### src/hw/rtl/owbm_pkg.sv
package owbm_pkg;

    localparam int BitsPerTransfer = 8;

    localparam int CfgCount  = 8;
    localparam int CfgIdxW   = 3;
    localparam int CfgDataW  = 10;
    localparam int CountW    = 10;
    localparam int ByteW     = 8;
    localparam int BitIdxW   = 3;
    localparam int InDataW   = 16;
    localparam int OutDataW  = 16;

    typedef logic [1:0] t_mode;

    localparam t_mode MODE_TICK  = 2'd0;
    localparam t_mode MODE_RESET = 2'd1;
    localparam t_mode MODE_WRITE = 2'd2;
    localparam t_mode MODE_READ  = 2'd3;

    localparam logic [CfgIdxW-1:0] CFG_RESET_LOW     = 3'd0;
    localparam logic [CfgIdxW-1:0] CFG_PRESENCE_WAIT = 3'd1;
    localparam logic [CfgIdxW-1:0] CFG_RESET_TAIL    = 3'd2;
    localparam logic [CfgIdxW-1:0] CFG_WRITE_SHORT   = 3'd3;
    localparam logic [CfgIdxW-1:0] CFG_WRITE_LONG    = 3'd4;
    localparam logic [CfgIdxW-1:0] CFG_READ_LOW      = 3'd5;
    localparam logic [CfgIdxW-1:0] CFG_READ_SAMPLE   = 3'd6;
    localparam logic [CfgIdxW-1:0] CFG_READ_TAIL     = 3'd7;

    localparam logic [9:0] RESET_LOW_DEF     = 10'd480;
    localparam logic [7:0] PRESENCE_WAIT_DEF = 8'd80;
    localparam logic [9:0] RESET_TAIL_DEF    = 10'd400;
    localparam logic [3:0] WRITE_SHORT_DEF   = 4'd1;
    localparam logic [6:0] WRITE_LONG_DEF    = 7'd60;
    localparam logic [3:0] READ_LOW_DEF      = 4'd2;
    localparam logic [5:0] READ_SAMPLE_DEF   = 6'd10;
    localparam logic [6:0] READ_TAIL_DEF     = 7'd50;

    // phase length, a zero register counts as one tick
    function automatic logic [CountW-1:0] count_load(input logic [CountW-1:0] ticks);
        count_load = (ticks == '0) ? CountW'(1) : ticks;
    endfunction

endpackage

### src/hw/rtl/one_wire_bus_master_core.sv
// 1-Wire bus master bit timer. Each request on the input stream is one microsecond tick
// carrying the sampled bus level and optionally a command (reset with presence detect,
// byte write, byte read, bits least significant first); each tick yields exactly one
// result with the drive level, busy, a done pulse, the presence flag and the last byte
// read. The command sequencer updates its state and the result register in the cycle
// the request is accepted, so one request per cycle is taken while the output keeps up.
// Slot timing comes from the eight timing registers; the user must write them over the
// configuration channel only while no command is running; it is not enforced.
module one_wire_bus_master_core
    import owbm_pkg::*;
#(
    parameter int BITS_PER_TRANSFER = BitsPerTransfer
) (
    input  logic                i_clk,
    input  logic                i_rst_n,
    input  logic                s_axis_tvalid,
    output logic                s_axis_tready,
    // [7:0] tx_byte, [8] line_in, [15:9] zero
    input  logic [InDataW-1:0]  s_axis_tdata,
    // [1:0] mode
    input  logic [1:0]          s_axis_tuser,
    output logic                m_axis_tvalid,
    input  logic                m_axis_tready,
    // [0] drive_low, [1] busy_res, [2] done_res, [3] presence_found,
    // [11:4] read_byte, [15:12] zero
    output logic [OutDataW-1:0] m_axis_tdata,
    input  logic                i_cfg_valid,
    output logic                o_cfg_ready,
    input  logic [CfgIdxW-1:0]  i_cfg_index,
    input  logic [CfgDataW-1:0] i_cfg_data
);

    typedef enum logic [2:0] {
        PH_IDLE,
        PH_RST_LOW,
        PH_RST_WAIT,
        PH_WR_LOW,
        PH_WR_REL,
        PH_RD_LOW,
        PH_RD_WAIT,
        PH_TAIL
    } t_phase;

    localparam logic [BitIdxW-1:0] LastBit = BitIdxW'(BITS_PER_TRANSFER - 1);

    logic [9:0] r_reset_low;
    logic [7:0] r_presence_wait;
    logic [9:0] r_reset_tail;
    logic [3:0] r_write_short;
    logic [6:0] r_write_long;
    logic [3:0] r_read_low;
    logic [5:0] r_read_sample;
    logic [6:0] r_read_tail;

    t_phase              r_phase, n_phase;
    logic [CountW-1:0]   r_countdown, n_countdown;
    logic [BitIdxW-1:0]  r_bit_index, n_bit_index;
    logic [ByteW-1:0]    r_shift_byte, n_shift_byte;
    t_mode               r_command_kind, n_command_kind;
    logic                r_presence, n_presence;
    logic [ByteW-1:0]    r_read_result, n_read_result;
    logic                r_out_valid;
    logic [OutDataW-1:0] r_out_data, n_out_data;

    logic                in_accept;
    t_mode               in_mode;
    logic [ByteW-1:0]    in_tx;
    logic                in_line;
    logic [CountW-1:0]   wr_short_ticks;
    logic [CountW-1:0]   wr_long_ticks;

    assign in_mode = s_axis_tuser;
    assign in_tx   = s_axis_tdata[ByteW-1:0];
    assign in_line = s_axis_tdata[ByteW];

    assign s_axis_tready = !r_out_valid || m_axis_tready;
    assign in_accept     = s_axis_tvalid && s_axis_tready;
    assign o_cfg_ready   = 1'b1;
    assign m_axis_tvalid = r_out_valid;
    assign m_axis_tdata  = r_out_data;

    assign wr_short_ticks = CountW'(r_write_short);
    assign wr_long_ticks  = CountW'(r_write_long);

    always_comb begin
        logic drive;
        logic busy;
        logic done;
        logic [CountW-1:0] cnt;

        n_phase        = r_phase;
        n_countdown    = r_countdown;
        n_bit_index    = r_bit_index;
        n_shift_byte   = r_shift_byte;
        n_command_kind = r_command_kind;
        n_presence     = r_presence;
        n_read_result  = r_read_result;
        drive          = 1'b0;
        busy           = 1'b0;
        done           = 1'b0;
        cnt            = '0;

        // command start
        if (r_phase == PH_IDLE && in_mode != MODE_TICK) begin
            n_command_kind = in_mode;
            n_bit_index    = '0;
            case (in_mode)
                MODE_RESET: begin
                    n_presence  = 1'b0;
                    n_phase     = PH_RST_LOW;
                    n_countdown = count_load(r_reset_low);
                end
                MODE_WRITE: begin
                    n_shift_byte = in_tx;
                    n_phase      = PH_WR_LOW;
                    n_countdown  = count_load(in_tx[0] ? wr_short_ticks : wr_long_ticks);
                end
                default: begin
                    n_shift_byte = '0;
                    n_phase      = PH_RD_LOW;
                    n_countdown  = count_load(CountW'(r_read_low));
                end
            endcase
        end

        if (n_phase != PH_IDLE) begin
            busy  = 1'b1;
            drive = (n_phase == PH_RST_LOW) || (n_phase == PH_WR_LOW)
                 || (n_phase == PH_RD_LOW);
            cnt         = n_countdown - CountW'(1);
            n_countdown = cnt;
            if (cnt == '0) begin
                case (n_phase)
                    PH_RST_LOW: begin
                        n_phase     = PH_RST_WAIT;
                        n_countdown = count_load(CountW'(r_presence_wait));
                    end
                    PH_RST_WAIT: begin
                        n_presence  = !in_line;
                        n_phase     = PH_TAIL;
                        n_countdown = count_load(r_reset_tail);
                    end
                    PH_WR_LOW: begin
                        n_phase     = PH_WR_REL;
                        n_countdown = count_load(n_shift_byte[0] ? wr_long_ticks
                                                                 : wr_short_ticks);
                    end
                    PH_WR_REL: begin
                        if (n_bit_index >= LastBit) begin
                            done    = 1'b1;
                            n_phase = PH_IDLE;
                        end else begin
                            n_shift_byte = {1'b0, n_shift_byte[ByteW-1:1]};
                            n_bit_index  = n_bit_index + BitIdxW'(1);
                            n_phase      = PH_WR_LOW;
                            n_countdown  = count_load(n_shift_byte[0] ? wr_short_ticks
                                                                      : wr_long_ticks);
                        end
                    end
                    PH_RD_LOW: begin
                        n_phase     = PH_RD_WAIT;
                        n_countdown = count_load(CountW'(r_read_sample));
                    end
                    PH_RD_WAIT: begin
                        if (in_line) begin
                            n_shift_byte = n_shift_byte | (ByteW'(1) << n_bit_index);
                        end
                        n_phase     = PH_TAIL;
                        n_countdown = count_load(CountW'(r_read_tail));
                    end
                    PH_TAIL: begin
                        if (n_command_kind == MODE_RESET) begin
                            done    = 1'b1;
                            n_phase = PH_IDLE;
                        end else if (n_bit_index >= LastBit) begin
                            n_read_result = n_shift_byte;
                            done          = 1'b1;
                            n_phase       = PH_IDLE;
                        end else begin
                            n_bit_index = n_bit_index + BitIdxW'(1);
                            n_phase     = PH_RD_LOW;
                            n_countdown = count_load(CountW'(r_read_low));
                        end
                    end
                    default: begin
                        n_phase = PH_IDLE;
                    end
                endcase
            end
        end

        n_out_data = {4'b0, n_read_result, n_presence, done, busy, drive};
    end

    always_ff @(posedge i_clk) begin
        if (!i_rst_n) begin
            r_reset_low     <= RESET_LOW_DEF;
            r_presence_wait <= PRESENCE_WAIT_DEF;
            r_reset_tail    <= RESET_TAIL_DEF;
            r_write_short   <= WRITE_SHORT_DEF;
            r_write_long    <= WRITE_LONG_DEF;
            r_read_low      <= READ_LOW_DEF;
            r_read_sample   <= READ_SAMPLE_DEF;
            r_read_tail     <= READ_TAIL_DEF;
        end else if (i_cfg_valid) begin
            case (i_cfg_index)
                CFG_RESET_LOW:     r_reset_low     <= i_cfg_data;
                CFG_PRESENCE_WAIT: r_presence_wait <= i_cfg_data[7:0];
                CFG_RESET_TAIL:    r_reset_tail    <= i_cfg_data;
                CFG_WRITE_SHORT:   r_write_short   <= i_cfg_data[3:0];
                CFG_WRITE_LONG:    r_write_long    <= i_cfg_data[6:0];
                CFG_READ_LOW:      r_read_low      <= i_cfg_data[3:0];
                CFG_READ_SAMPLE:   r_read_sample   <= i_cfg_data[5:0];
                CFG_READ_TAIL:     r_read_tail     <= i_cfg_data[6:0];
                default: ;
            endcase
        end
    end

    always_ff @(posedge i_clk) begin
        if (!i_rst_n) begin
            r_phase        <= PH_IDLE;
            r_countdown    <= '0;
            r_bit_index    <= '0;
            r_shift_byte   <= '0;
            r_command_kind <= MODE_TICK;
            r_presence     <= 1'b0;
            r_read_result  <= '0;
            r_out_valid    <= 1'b0;
        end else begin
            if (in_accept) begin
                r_phase        <= n_phase;
                r_countdown    <= n_countdown;
                r_bit_index    <= n_bit_index;
                r_shift_byte   <= n_shift_byte;
                r_command_kind <= n_command_kind;
                r_presence     <= n_presence;
                r_read_result  <= n_read_result;
                r_out_valid    <= 1'b1;
            end else if (m_axis_tready) begin
                r_out_valid <= 1'b0;
            end
        end
    end

    always_ff @(posedge i_clk) begin
        if (in_accept) begin
            r_out_data <= n_out_data;
        end
    end

endmodule

### config.mk
export PLATFORM = sky130hd
export DESIGN_NAME = one_wire_bus_master_core
export DESIGN_NICKNAME = d
export VERILOG_FILES = /design/src/hw/rtl/owbm_pkg.sv /design/src/hw/rtl/one_wire_bus_master_core.sv
export SDC_FILE = /design/constraint.sdc
export NUM_CORES = 1
export LEC_CHECK = 0
export ABC_AREA = 1
export BUFFER_PORTS_ARGS = -buffer_cell sky130_fd_sc_hd__buf_2
export CORE_ASPECT_RATIO = 0.5
export CORE_MARGIN = 2
export CORE_UTILIZATION = 55
export DETAILED_ROUTE_END_ITERATION = 10
export HOLD_SLACK_MARGIN = 0.05
export PLACE_DENSITY_LB_ADDON = 0.15
export RECOVER_POWER = 100
export SYNTH_ARGS = -nofsm -noshare
export SYNTH_HDL_FRONTEND = slang
export SYNTH_SLANG_ARGS = --single-unit
### constraint.sdc
create_clock -name i_clk -period 3.3 [get_ports i_clk]
set_clock_uncertainty 0.05 [all_clocks]
set_input_delay 0.495 -clock i_clk [delete_from_list [all_inputs] [get_ports i_clk]]
set_output_delay 0.495 -clock i_clk [all_outputs]
set_load 0.005 [all_outputs]
; Word-level counts from Yosys, hierarchy flattened
; Cells that the tools add are included.
[totals]
wordCells = 131
output_inout_bits = 19
input_bits = 36
regBits = 104
[classes]
n_bitwise = 1
n_addsub = 2
n_shift = 1
eq_ne = 17
reduce_logical = 32
n_lt_le_gt_ge = 1
mux = 58
[op_table]
columns = op, n
row1 = $mux W8, 11
row2 = $mux W10, 8
row3 = $pmux W10 S7, 1
row4 = $logic_not A10 Y1, 6
row5 = $mux W7, 7
row6 = $pmux W8 S2, 2
row7 = $mux W3, 10
row8 = $eq A3 B3 Y1 const B, 8
row9 = $pmux W10 S2, 1
row10 = $pmux W3 S6, 1
row11 = $reduce_and A2 Y1, 9
row12 = $eq A3 B2 Y1 const B, 4
row13 = $pmux W3 S2, 2
row14 = $mux W1, 10
row15 = $sub A10 B1 Y10 const B, 1
row16 = $logic_not A8 Y1, 1
row17 = $or A8 B8 Y8, 1
row18 = $shl A1 B3 Y8 const A, 1
row19 = $logic_not A7 Y1, 1
row20 = $eq A3 B1 Y1 const B, 2
row21 = $logic_not A3 Y1, 2
row22 = $logic_not A6 Y1, 1
row23 = $mux W6, 1
row24 = $eq A2 B1 Y1 const B, 2
row25 = 13 further kinds, 19

; Longest topological paths before layout
; Gate-level depths: netlist of the first run.
[logic_depth]
depth_word = 11
ltp_mapped = 25
mapped_depth_nobuf = 23

; Worst setup path before layout of the first run
; OpenSTA, ideal clock, no wires.
[synth_timing]
path_type = input to register
from = input s_axis_tuser[0]
to = register r_countdown[6]
stages = 21
setup_slack_ns = 0.043
n_path_buf = 4
setup_time_ns = 0.071
required_ns = 3.179
arrival_time_ns = 3.136
path_cell_list = inv_1 ha_1 nor2_4 nand2_8 buf_6 buf_2 nand2_1 inv_1 ha_1 ha_1 inv_1 nand2_1 buf_2 nor2_1 clkbuf_1 nand3_1 nand4_1 nand2_1 nand3_1 nand2_1 a21oi_1
[synth_via]
elab_chain_cells = 10
word_cells_on_any_way = 36
cone_classes = add/sub (1) / order compare (1) / eq/ne (10) / mux (18) / reduce/logical (6)
[synth_rtl]
columns = element, line
row1 = "start, declared", one_wire_bus_master_core.sv:21  ; input logic [1:0] s_axis_tuser,
row2 = "parallel branches: the longest is 9 deep, another holds $sub A10 B1 Y10", -
row3 = $mux W10 *, one_wire_bus_master_core.sv:126  ; if (n_phase != PH_IDLE) begin
row4 = "end signal, assigned", one_wire_bus_master_core.sv:233  ; r_countdown <= n_countdown;
row5 = "end, declared", one_wire_bus_master_core.sv:56  ; logic [CountW-1:0] r_countdown, n_countdown;
; Every way passes the cells marked *.
; A chain may end at the register's enable or synchronous reset.

; Final worst setup path of the first run
[layout_timing]
from = input s_axis_tuser[1]
to = register r_countdown[5]
; The elaborated chain is that of the path after synthesis.

==> impl_metrics.json, run 1 <==
{
  "slowest_stage": "nor2_1",
  "syn-instance-count": 1028,
  "hold_buffers": 0,
  "dp_hpwl_um": 14400,
  "cts_tree": "built",
  "vias_per_cell": 5.57,
  "start_kind": "input port",
  "cp_cell_sequence": "buf_2 -> inv_1 -> ha_1 -> nor2_4 -> nand2_8 -> nand2_1 -> inv_1 -> ha_1 -> ha_1 -> inv_1 -> nand2_1 -> nor2_1 -> inv_1 -> nor3_1 -> nor2_1 -> o21ai_0 -> nand2_1 -> nand3_1 -> nand2_1 -> a21oi_1",
  "gp_congestion": 1.01,
  "drive_above_1_share_pct": 14.1,
  "crit_required_ns": 3.46,
  "tightest_slew_ns": 2.58,
  "cts.htree.levels": 3,
  "grt_use_met1_pct": 42.4,
  "yosys-mux-area-fraction_pct": 0,
  "hold_ws_ns": 0.314,
  "crit_path_max_incr_delay_ns": 0.27,
  "synth_async_sr_flop_share_pct": 0,
  "yosys_register_bits": 104,
  "avgRoutedWirePerCell_um": 15.9,
  "seq_area_frac_synth_pct": 33.4,
  "initial_core_util_pct": 56.1,
  "synth_area_leaders": "dfxtp_1 (28%), nand2_1 (15%), o21ai_0 (8.1%), nor2_1 (6.7%), inv_1 (6.4%)",
  "fin_util_pct": 63.9,
  "synth_top_area_share_pct": 28.0,
  "rsz0062_at_grt": "false",
  "synth_compound_area_share_pct": 21.2,
  "track_usage_pct": 31.2,
  "fin_nets": 1132,
  "die_h_um": 81.4,
  "dieWidth_um": 159,
  "cts_setup_buffers": 0,
  "period_minus_slack_ns": 3.05,
  "min_period_over_period_pct": 92.5,
  "post-route-drc-count": 0,
  "cts_resized": 0,
  "placed_area_um2": 7170,
  "cts_buffer_depth": 2,
  "fp.coreArea_um2": 11700,
  "syn_to_final_growth_pct": 13.8,
  "hold_violations": 0,
  "vias": 6987,
  "finalMaxSlewViolations": 107,
  "nFillCells": 1096,
  "dieArea_um2": 12900,
  "synth_top_area_cell": "dfxtp_1",
  "path_clk_slew_ns": 0.08,
  "grt_pass1_vias": 6093,
  "synth_commonest_cells": "nand2_1 (256), nor2_1 (117), inv_1 (113)",
  "violations": "max-capacitance violations, max-slew violations",
  "yosysMostFrequentCell": "nand2_1",
  "yosys_warnings": 0,
  "cts-root-buf": "clkbuf_16",
  "ant_nets": 0,
  "peakVddDrop_uv": 290,
  "antenna_found_initial": 0,
  "synth_flop_cell": "dfxtp_1",
  "setup.worst_path.end_class": "register",
  "syn_area_um2": 6590,
  "antenna_cells": 0,
  "setup_viol": 0,
  "io_pins": 55,
  "worstPathArrival_ns": 3.21,
  "hp-class": "in2reg",
  "clock-sinks": 104,
  "grt_pass1_wl_um": 31400,
  "run_status": "finished with violations",
  "grt_max_degree": 66,
  "met2_usage_pct": 51.6,
  "grtUsageMet3_pct": 5.98,
  "numPortBuffers": 42,
  "synth_xor_area_share_pct": 0.133,
  "insertion_delay_ns": 0.36,
  "num_rows": 28,
  "timing.fmax_mhz": 327,
  "synth_simple_gate_area_share_pct": 32.3,
  "top_usage_layer": "met2",
  "synth_edf_count": 12,
  "leakage_nw": 3.45,
  "path_class": "in2reg",
  "grt_overflow_total": 0,
  "synth-adder-area-share_pct": 2.09,
  "cp_max_fo": 12,
  "power_density_nw_per_um2": 487,
  "maxCapViolCount": 2,
  "ys_types": 47,
  "synth_top_family_by_area": "simple AND/OR/NAND/NOR gates",
  "numCtsBuffers": 9,
  "avgSynthCellArea_um2": 6.41,
  "total_power_mw": 3.65,
  "fin_area_um2": 7500,
  "drt_iter0_drc": 725,
  "drt_wl_total_um": 19900,
  "slew_headroom_pct": -71.8,
  "dr.pass1.iters": 5
}
## critical path: cells and delay by family
family	cells	cell delay (ns)
AO/OA/AOI/OAI	2	0.20
buffers and inverters	5	0.65
AND/OR/NAND/NOR	10	1.15
adder cells (fa/ha/maj)	3	0.69
## path summary, 6_finish.rpt
kind / from / slack (ns) / cells past startpoint / end
max: s_axis_tuser[1] / 0.25 / 20 / r_countdown[5]$_SDFFE_PN0P_
min: i_cfg_data[8] / 0.31 / 3 / r_reset_tail[8]$_SDFFE_PN1P_
max reg2reg: r_write_long[5]$_SDFFE_PN1P_ / 0.31 / 22 / r_countdown[2]$_SDFFE_PN0P_
min reg2reg: r_countdown[1]$_SDFFE_PN0P_ / 0.42 / 2 / r_countdown[1]$_SDFFE_PN0P_
## state kept, by name, summed over array words and instances, names as in the netlist
| name | cells |
|---|---|
| r_presence | 1 |
| r_write_short | 4 |
| r_read_sample | 6 |
| r_command_kind | 2 |
| r_write_long | 7 |
| r_bit_index | 3 |
| m_axis_tdata | 12 |
| r_shift_byte | 8 |
| r_presence_wait | 8 |
| r_reset_low | 10 |
| r_read_low | 4 |
| r_reset_tail | 10 |
| r_read_tail | 7 |
| r_phase | 3 |
| r_countdown | 10 |
| m_axis_tvalid | 1 |
| r_read_result | 8 |
## final cells by class
type | instances | area, um2 | share of cell area [%]
Sequential cell | 104 | 2200 | 29.4
Inverter | 127 | 480 | 6.41
Clock inverter | 7 | 92.6 | 1.24
Clock buffer | 9 | 225 | 3.00
Tap cell | 165 | 206 | 2.75
Timing Repair Buffer | 88 | 576 | 7.68
Multi-Input combinational cell | 755 | 3710 | 49.5
## metal layers
metal	vias to the layer above	share of wire [%]
met5	-	0
met4	0	1.5
met3	25	8.6
met2	284	43
met1	3182	47
li1	3496	-
## power breakdown
group / internal (mW) / switching (mW)
Combinational: 0.357 / 0.711
Sequential: 1.36 / 0.0461
Clock: 0.613 / 0.560
Total: 2.33 / 1.32
## placed cells by master, fill, tap and decap left out, types with 3 or more instances in the layout
cell type  Yosys  final
nand2_4        2      3
nor2_2         8      6
nand3_1       67     67
edfxtp_1      12     12
dfxtp_1       92     90
a22oi_1        8      8
nand2_1      256    256
nor3_1         6      6
clkinv_1       3      3
buf_4          6     40
buf_12         0      3
a21oi_1       61     61
o22ai_1        5      5
clkbuf_1      25      8
nand4_1       21     21
clkbuf_16      0      9
nand2_2        7      6
inv_6          0      4
conb_1         2      5
ha_1          11     11
o21ai_1       23     25
o21ai_0      106    103
inv_2          9      9
o211ai_1      16     16
a21oi_2        6      6
nor2_4         3      5
o21ai_2        9     10
buf_2          7     37
nor2_1       117    117
inv_1        113    113
## cell families (layout without fill, tap and decap cells)
group,count (synthesis),in the layout
fa+ha+maj,11,11
xor+xnor,1,1
buf+inv,172,231
simple gates,492,492
other cells,2,5
compound gates,246,246
flops,104,104
## stage by stage
step | instances | TNS [ns] | worst slack, ns
floorplan | 1031 | 0 | 0.0429
global placement | 1239 | 0 | 0.00827
detailed placement | 1239 | -0.452 | -0.0916
CTS | 1255 | 0 | 0.227
global route | 1255 | 0 | 0.00809
finish | 1255 | 0 | 0.246
Power figures use the tool's default switching activity.
==> run 2: changes to the inputs <==
--- a/config.mk
+++ b/config.mk
@@ -12,6 +12,7 @@
 export CORE_UTILIZATION = 55
 export DETAILED_ROUTE_END_ITERATION = 10
 export HOLD_SLACK_MARGIN = 0.05
+export MAX_ROUTING_LAYER = met4
 export PLACE_DENSITY_LB_ADDON = 0.15
 export RECOVER_POWER = 100
 export SYNTH_ARGS = -nofsm -noshare
==> impl_metrics.json, run 2 (synthesis gave the netlist of run 1 again) <==
{
  "netSwitchingFraction_pct": 37.0,
  "antenna_found_initial": 0,
  "tns_ns": 0,
  "mostFrequentLayoutCells": "nand2_1 (256), nor2_1 (117), inv_1 (113)",
  "timing.fmax_mhz": 328,
  "cts_setup_buffers": 0,
  "insertion_delay_ns": 0.36,
  "antenna_cells": 0,
  "peakVddDrop_uv": 303,
  "dieArea_um2": 12900,
  "die_h_um": 81.4,
  "hold_ws_ns": 0.312,
  "grt_pass1_vias": 6224,
  "cts_tree": "built",
  "drt_iter0_drc": 718,
  "grt_max_degree": 66,
  "period_minus_slack_ns": 3.04,
  "min_period_over_period_pct": 92.3,
  "p_int_mw": 2.28,
  "r2r_slack_ns": 0.34,
  "cp_max_fo": 8,
  "num_rows": 28,
  "numCtsBuffers": 9,
  "cts.htree.levels": 3,
  "vias_per_cell": 5.55,
  "drt_wl_total_um": 19600,
  "track_usage_pct": 32.1,
  "vias": 6984,
  "maxCapViolCount": 1,
  "grt_pass1_wl_um": 31600,
  "finalMaxSlewViolations": 66,
  "met2_usage_pct": 51.4,
  "rsz0062_at_grt": "false",
  "hp-class": "in2reg",
  "hold_violations": 0,
  "setup.worst_path.end_class": "register",
  "grtUsageMet3_pct": 7.15,
  "run_status": "finished with violations",
  "tightest_slew_ns": 2.58,
  "initial_core_util_pct": 56.1,
  "placed_area_um2": 7200,
  "pwr-share-seq_pct": 38.9,
  "fp.coreArea_um2": 11700,
  "io_pins": 55,
  "numPortBuffers": 42,
  "syn_to_final_growth_pct": 14.1,
  "fin_nets": 1136,
  "timing.final.ws_setup_ns": 0.255,
  "clock-sinks": 104,
  "power_density_nw_per_um2": 481,
  "pre_cts_ws_ns": -0.0656,
  "dr.pass1.iters": 5,
  "violations": "max-capacitance violations, max-slew violations",
  "fin_util_pct": 64.0,
  "drive_above_1_share_pct": 14.4,
  "p_comb_share_pct": 29.5,
  "worstPathArrival_ns": 3.25,
  "leakage_nw": 3.46,
  "dp_hpwl_um": 14500,
  "clockPowerShare_pct": 31.6,
  "start_kind": "input port",
  "top_usage_layer": "met2",
  "post-route-drc-count": 0,
  "cts_buffer_depth": 2,
  "dieWidth_um": 159,
  "fin_area_um2": 7520,
  "p_sw_mw": 1.34,
  "path_class": "in2reg",
  "grt_overflow_total": 0,
  "avgRoutedWirePerCell_um": 15.6,
  "crit_required_ns": 3.51,
  "mostFrequentLayoutCell": "nand2_1",
  "path_clk_slew_ns": 0.09,
  "cts_resized": 0,
  "setup_viol": 0,
  "hold_buffers": 0,
  "grt_use_met1_pct": 41.7,
  "nFillCells": 1130,
  "slew_headroom_pct": -71.9,
  "gp_congestion": 1.05,
  "ant_nets": 0,
  "largest_reg_flops": 12,
  "cts-root-buf": "clkbuf_16"
}
==> run 2: changes by cell type in the layout (fill, tap and decap cells not counted), sizes merged <==
cell / previous run / this run
buf: 80 / 84
bufinv: 1 / 0
clkinv: 5 / 6
==> run 2: layer usage <==
layer | vias up | wire (um)
met1 | 3207 | 9080
met2 | 260 | 8580
li1 | 3487 | -
met4 | 0 | 299
met3 | 30 | 1680
met5 | - | 0
==> run 2: cell type report <==
cell class	instances	area (um2)	area share, %
clock buffers	9	225	3.00
clock inverters	7	91.3	1.22
inverters	127	480	6.39
multi-input cells	755	3710	49.3
flip-flops and latches	104	2200	29.3
well taps	165	206	2.75
repair buffers	92	603	8.02
==> run 2: per-stage QoR <==
step                power [mW]  std cells
global route              3.81       1259
detailed placement        2.46       1243
global placement          2.45       1243
CTS                       3.60       1259
floorplan                 2.14       1031
finish                    3.61       1259
==> run 2: path summary, 6_finish.rpt <==
| kind | from | to | cells after the start |
|---|---|---|---|
| hold reg to reg | r_countdown[7]$_SDFFE_PN0P_ | r_countdown[7]$_SDFFE_PN0P_ | 2 |
| setup / recovery | s_axis_tuser[0] | r_countdown[0]$_SDFFE_PN0P_ | 22 |
| setup reg to reg | r_write_long[2]$_SDFFE_PN1P_ | r_shift_byte[7]$_SDFFE_PN0P_ | 22 |
| hold / removal | i_cfg_data[8] | r_reset_low[8]$_SDFFE_PN1P_ | 3 |
==> run 2: worst max-delay path, stage by stage <==
cell and delay [ns]:
buf_2 0.09, inv_1 0.06, ha_1 0.24, nor2_4 0.17
nand2_8 0.10, nand2_1 0.14, inv_1 0.10, ha_1 0.21
ha_1 0.25, inv_1 0.06, nand2_1 0.11, nor2_1 0.18
nand2_1 0.15, nor2_1 0.15, nor2_1 0.06, nand3_1 0.15
nand4_1 0.12, nand2_1 0.07, inv_1 0.06, nand2_1 0.07
nand2_1 0.05, a21oi_1 0.13
==> run 2: power by group through the flow <==
| stage | Sequential, mW | Clock (mW) | Combinational (mW) |
|---|---|---|---|
| finish | 1.41 | 1.14 | 1.07 |
| global route | 1.41 | 1.21 | 1.19 |
| CTS | 1.40 | 1.16 | 1.04 |
| detailed placement | 1.43 | 0 | 1.03 |
| global placement | 1.43 | 0 | 1.02 |
| floorplan | 1.42 | 0 | 0.712 |
==> run 3: changes to the inputs <==
--- a/config.mk
+++ b/config.mk
@@ -10,6 +10,7 @@
 export CORE_ASPECT_RATIO = 0.5
 export CORE_MARGIN = 2
 export CORE_UTILIZATION = 55
+export CTS_BUF_LIST = sky130_fd_sc_hd__clkbuf_4 sky130_fd_sc_hd__clkbuf_8
 export DETAILED_ROUTE_END_ITERATION = 10
 export HOLD_SLACK_MARGIN = 0.05
 export MAX_ROUTING_LAYER = met4
==> constraint.sdc (replaced) <==
create_clock -name i_clk -period 3.1 [get_ports i_clk]
set_clock_uncertainty 0.05 [all_clocks]
set_input_delay 0.465 -clock i_clk [delete_from_list [all_inputs] [get_ports i_clk]]
set_output_delay 0.465 -clock i_clk [all_outputs]
set_load 0.005 [all_outputs]
==> impl_metrics.json, run 3 (synthesis gave the netlist of run 1 again) <==
{
  "run_status": "completed",
  "num_rows": 28,
  "path_class": "in2reg",
  "tightest_slew_ns": 1.16,
  "p_sw_mw": 1.39,
  "power_density_nw_per_um2": 481,
  "drt_wl_total_um": 20000,
  "largest_reg_flops": 12,
  "initial_core_util_pct": 56.1,
  "mostFrequentLayoutCell": "nand2_1",
  "grt_pass1_wl_um": 32200,
  "gp_congestion": 1.01,
  "hp-class": "in2reg",
  "timing.fmax_mhz": 353,
  "setup_viol": 0,
  "dp_cells": 1282,
  "numPortBuffers": 42,
  "drt_iter0_drc": 499,
  "insertion_delay_ns": 0.39,
  "drive_above_1_share_pct": 18.2,
  "dp_hpwl_um": 15000,
  "crit_start": "s_axis_tuser[1]",
  "p_int_mw": 2.34,
  "setup.worst_path.end_class": "register",
  "cp_max_fo": 9,
  "vias": 7103,
  "min_period_over_period_pct": 91.4,
  "wl_met2_um": 8670,
  "grt_pass1_vias": 6382,
  "track_usage_pct": 32.9,
  "maxCapViolCount": 0,
  "ant_nets": 0,
  "avgRoutedWirePerCell_um": 15.4,
  "cts-root-buf": "clkbuf_8",
  "syn_to_final_growth_pct": 17.5,
  "p_comb_share_pct": 34.3,
  "cts_resized": 0,
  "path_clk_slew_ns": 0.11,
  "post-route-drc-count": 0,
  "leakage_nw": 3.61,
  "reg2regPathDepth": 20,
  "hold_violations": 0,
  "dr.pass1.iters": 5,
  "finalMaxSlewViolations": 0,
  "final-instance-count-excl-fill": 1298,
  "mostFrequentLayoutCells": "nand2_1 (253), nor2_1 (116), inv_1 (113)",
  "clockPowerShare_pct": 25.6,
  "cts.htree.levels": 3,
  "total_power_mw": 3.73,
  "netSwitchingFraction_pct": 37.2,
  "dieArea_um2": 12900,
  "clock-sinks": 104,
  "pwr-share-seq_pct": 40.2,
  "timing.rr.start": "r_read_low[3]$_SDFFE_PN0P_",
  "grt_overflow_total": 0,
  "cts_tree": "built",
  "rr_endpoint": "r_shift_byte[0]$_SDFFE_PN0P_",
  "cp-endpoint": "r_countdown[5]$_SDFFE_PN0P_",
  "cts_setup_buffers": 0,
  "antenna_cells": 0,
  "io_pins": 55,
  "fp.coreArea_um2": 11700,
  "drt-met1-wl_um": 9210,
  "cts_buffer_depth": 2,
  "fin_nets": 1175,
  "hold_buffers": 0,
  "crit_required_ns": 3.38,
  "vias_per_cell": 5.47,
  "slew_headroom_pct": 22.4,
  "period_minus_slack_ns": 2.83,
  "dieWidth_um": 159,
  "die_h_um": 81.4,
  "numCtsBuffers": 9,
  "peakVddDrop_uv": 252,
  "wl_met3_um": 1820,
  "grt_max_degree": 66,
  "worstPathArrival_ns": 3.11,
  "highest_layer": "met4",
  "start_kind": "input port",
  "antenna_found_initial": 0,
  "r2r_slack_ns": 0.27
}
## run 3: cell count changes in the layout (fill, tap and decap cells not counted), sizes merged
cell | before | now
clkbuf | 17 | 18
bufinv | 0 | 1
buf | 84 | 122
inv | 128 | 127
## run 3: worst min path at each step
stage	to	slack (ns)	cells past startpoint	start
6_report	r_reset_low[8]$_SDFFE_PN1P_	0.25	3	i_cfg_data[8]
5_1_grt	r_reset_low[8]$_SDFFE_PN1P_	0.24	3	i_cfg_data[8]
4_1_cts	r_reset_low[8]$_SDFFE_PN1P_	0.23	3	i_cfg_data[8]
3_5_place_dp	r_countdown[5]$_SDFFE_PN0P_	0.41	2	r_countdown[5]$_SDFFE_PN0P_
3_3_place_gp	r_countdown[8]$_SDFFE_PN0P_	0.40	2	r_countdown[8]$_SDFFE_PN0P_
2_1_floorplan	r_read_sample[4]$_SDFFE_PN0P_	0.39	2	r_read_sample[4]$_SDFFE_PN0P_
## run 3: cell type report
type                       count  area (um2)
sequential                   104        2200
tap                          165         206
timing repair buffer         131         883
clock buffer                   9         124
fill                        1140        4000
multi-input combinational    755        3750
clock inverter                 7        97.6
inverter                     127         480
## run 3: through the flow
step	area, um2	utilization (%)	worst slack [ns]	setup TNS (ns)	hold slack [ns]
detailed placement	7490	63.8	-0.139	-2.28	0.409
finish	7740	66.0	0.267	0	0.252
global route	7740	66.0	-0.0122	-0.0122	0.245
CTS	7710	65.7	0.0942	0	0.231
floorplan	6610	-	0.00578	0	0.394
global placement	7490	63.8	-0.103	-0.994	0.403
## run 3: power groups by stage
stage	logic, mW	clock network (mW)	registers, mW
after floorplan	0.759	0	1.52
after global placement	1.21	0	1.52
after detailed placement	1.23	0	1.52
after CTS	1.23	0.971	1.49
after global routing	1.41	1.02	1.51
final	1.28	0.953	1.50
## run 3: worst max-delay path: stages
cell and delay [ns]:
buf_2 0.09, inv_1 0.07, ha_1 0.24, nor2_4 0.17
nand2_8 0.11, buf_4 0.15, nand2_2 0.05, inv_1 0.05
ha_1 0.23, ha_1 0.24, inv_1 0.06, nand2_1 0.10
nor2_1 0.15, inv_1 0.17, nor3_1 0.23, nor2_1 0.15
o21ai_0 0.09, nand2_1 0.07, nand3_1 0.06, nand2_1 0.05
a21oi_1 0.10
## run 3: layer usage
metal,track usage [%],vias to the layer above
met1,43.4,3238
met3,6.54,26
met4,7.34,0
li1,-,3568
met5,-,-
met2,52.8,271
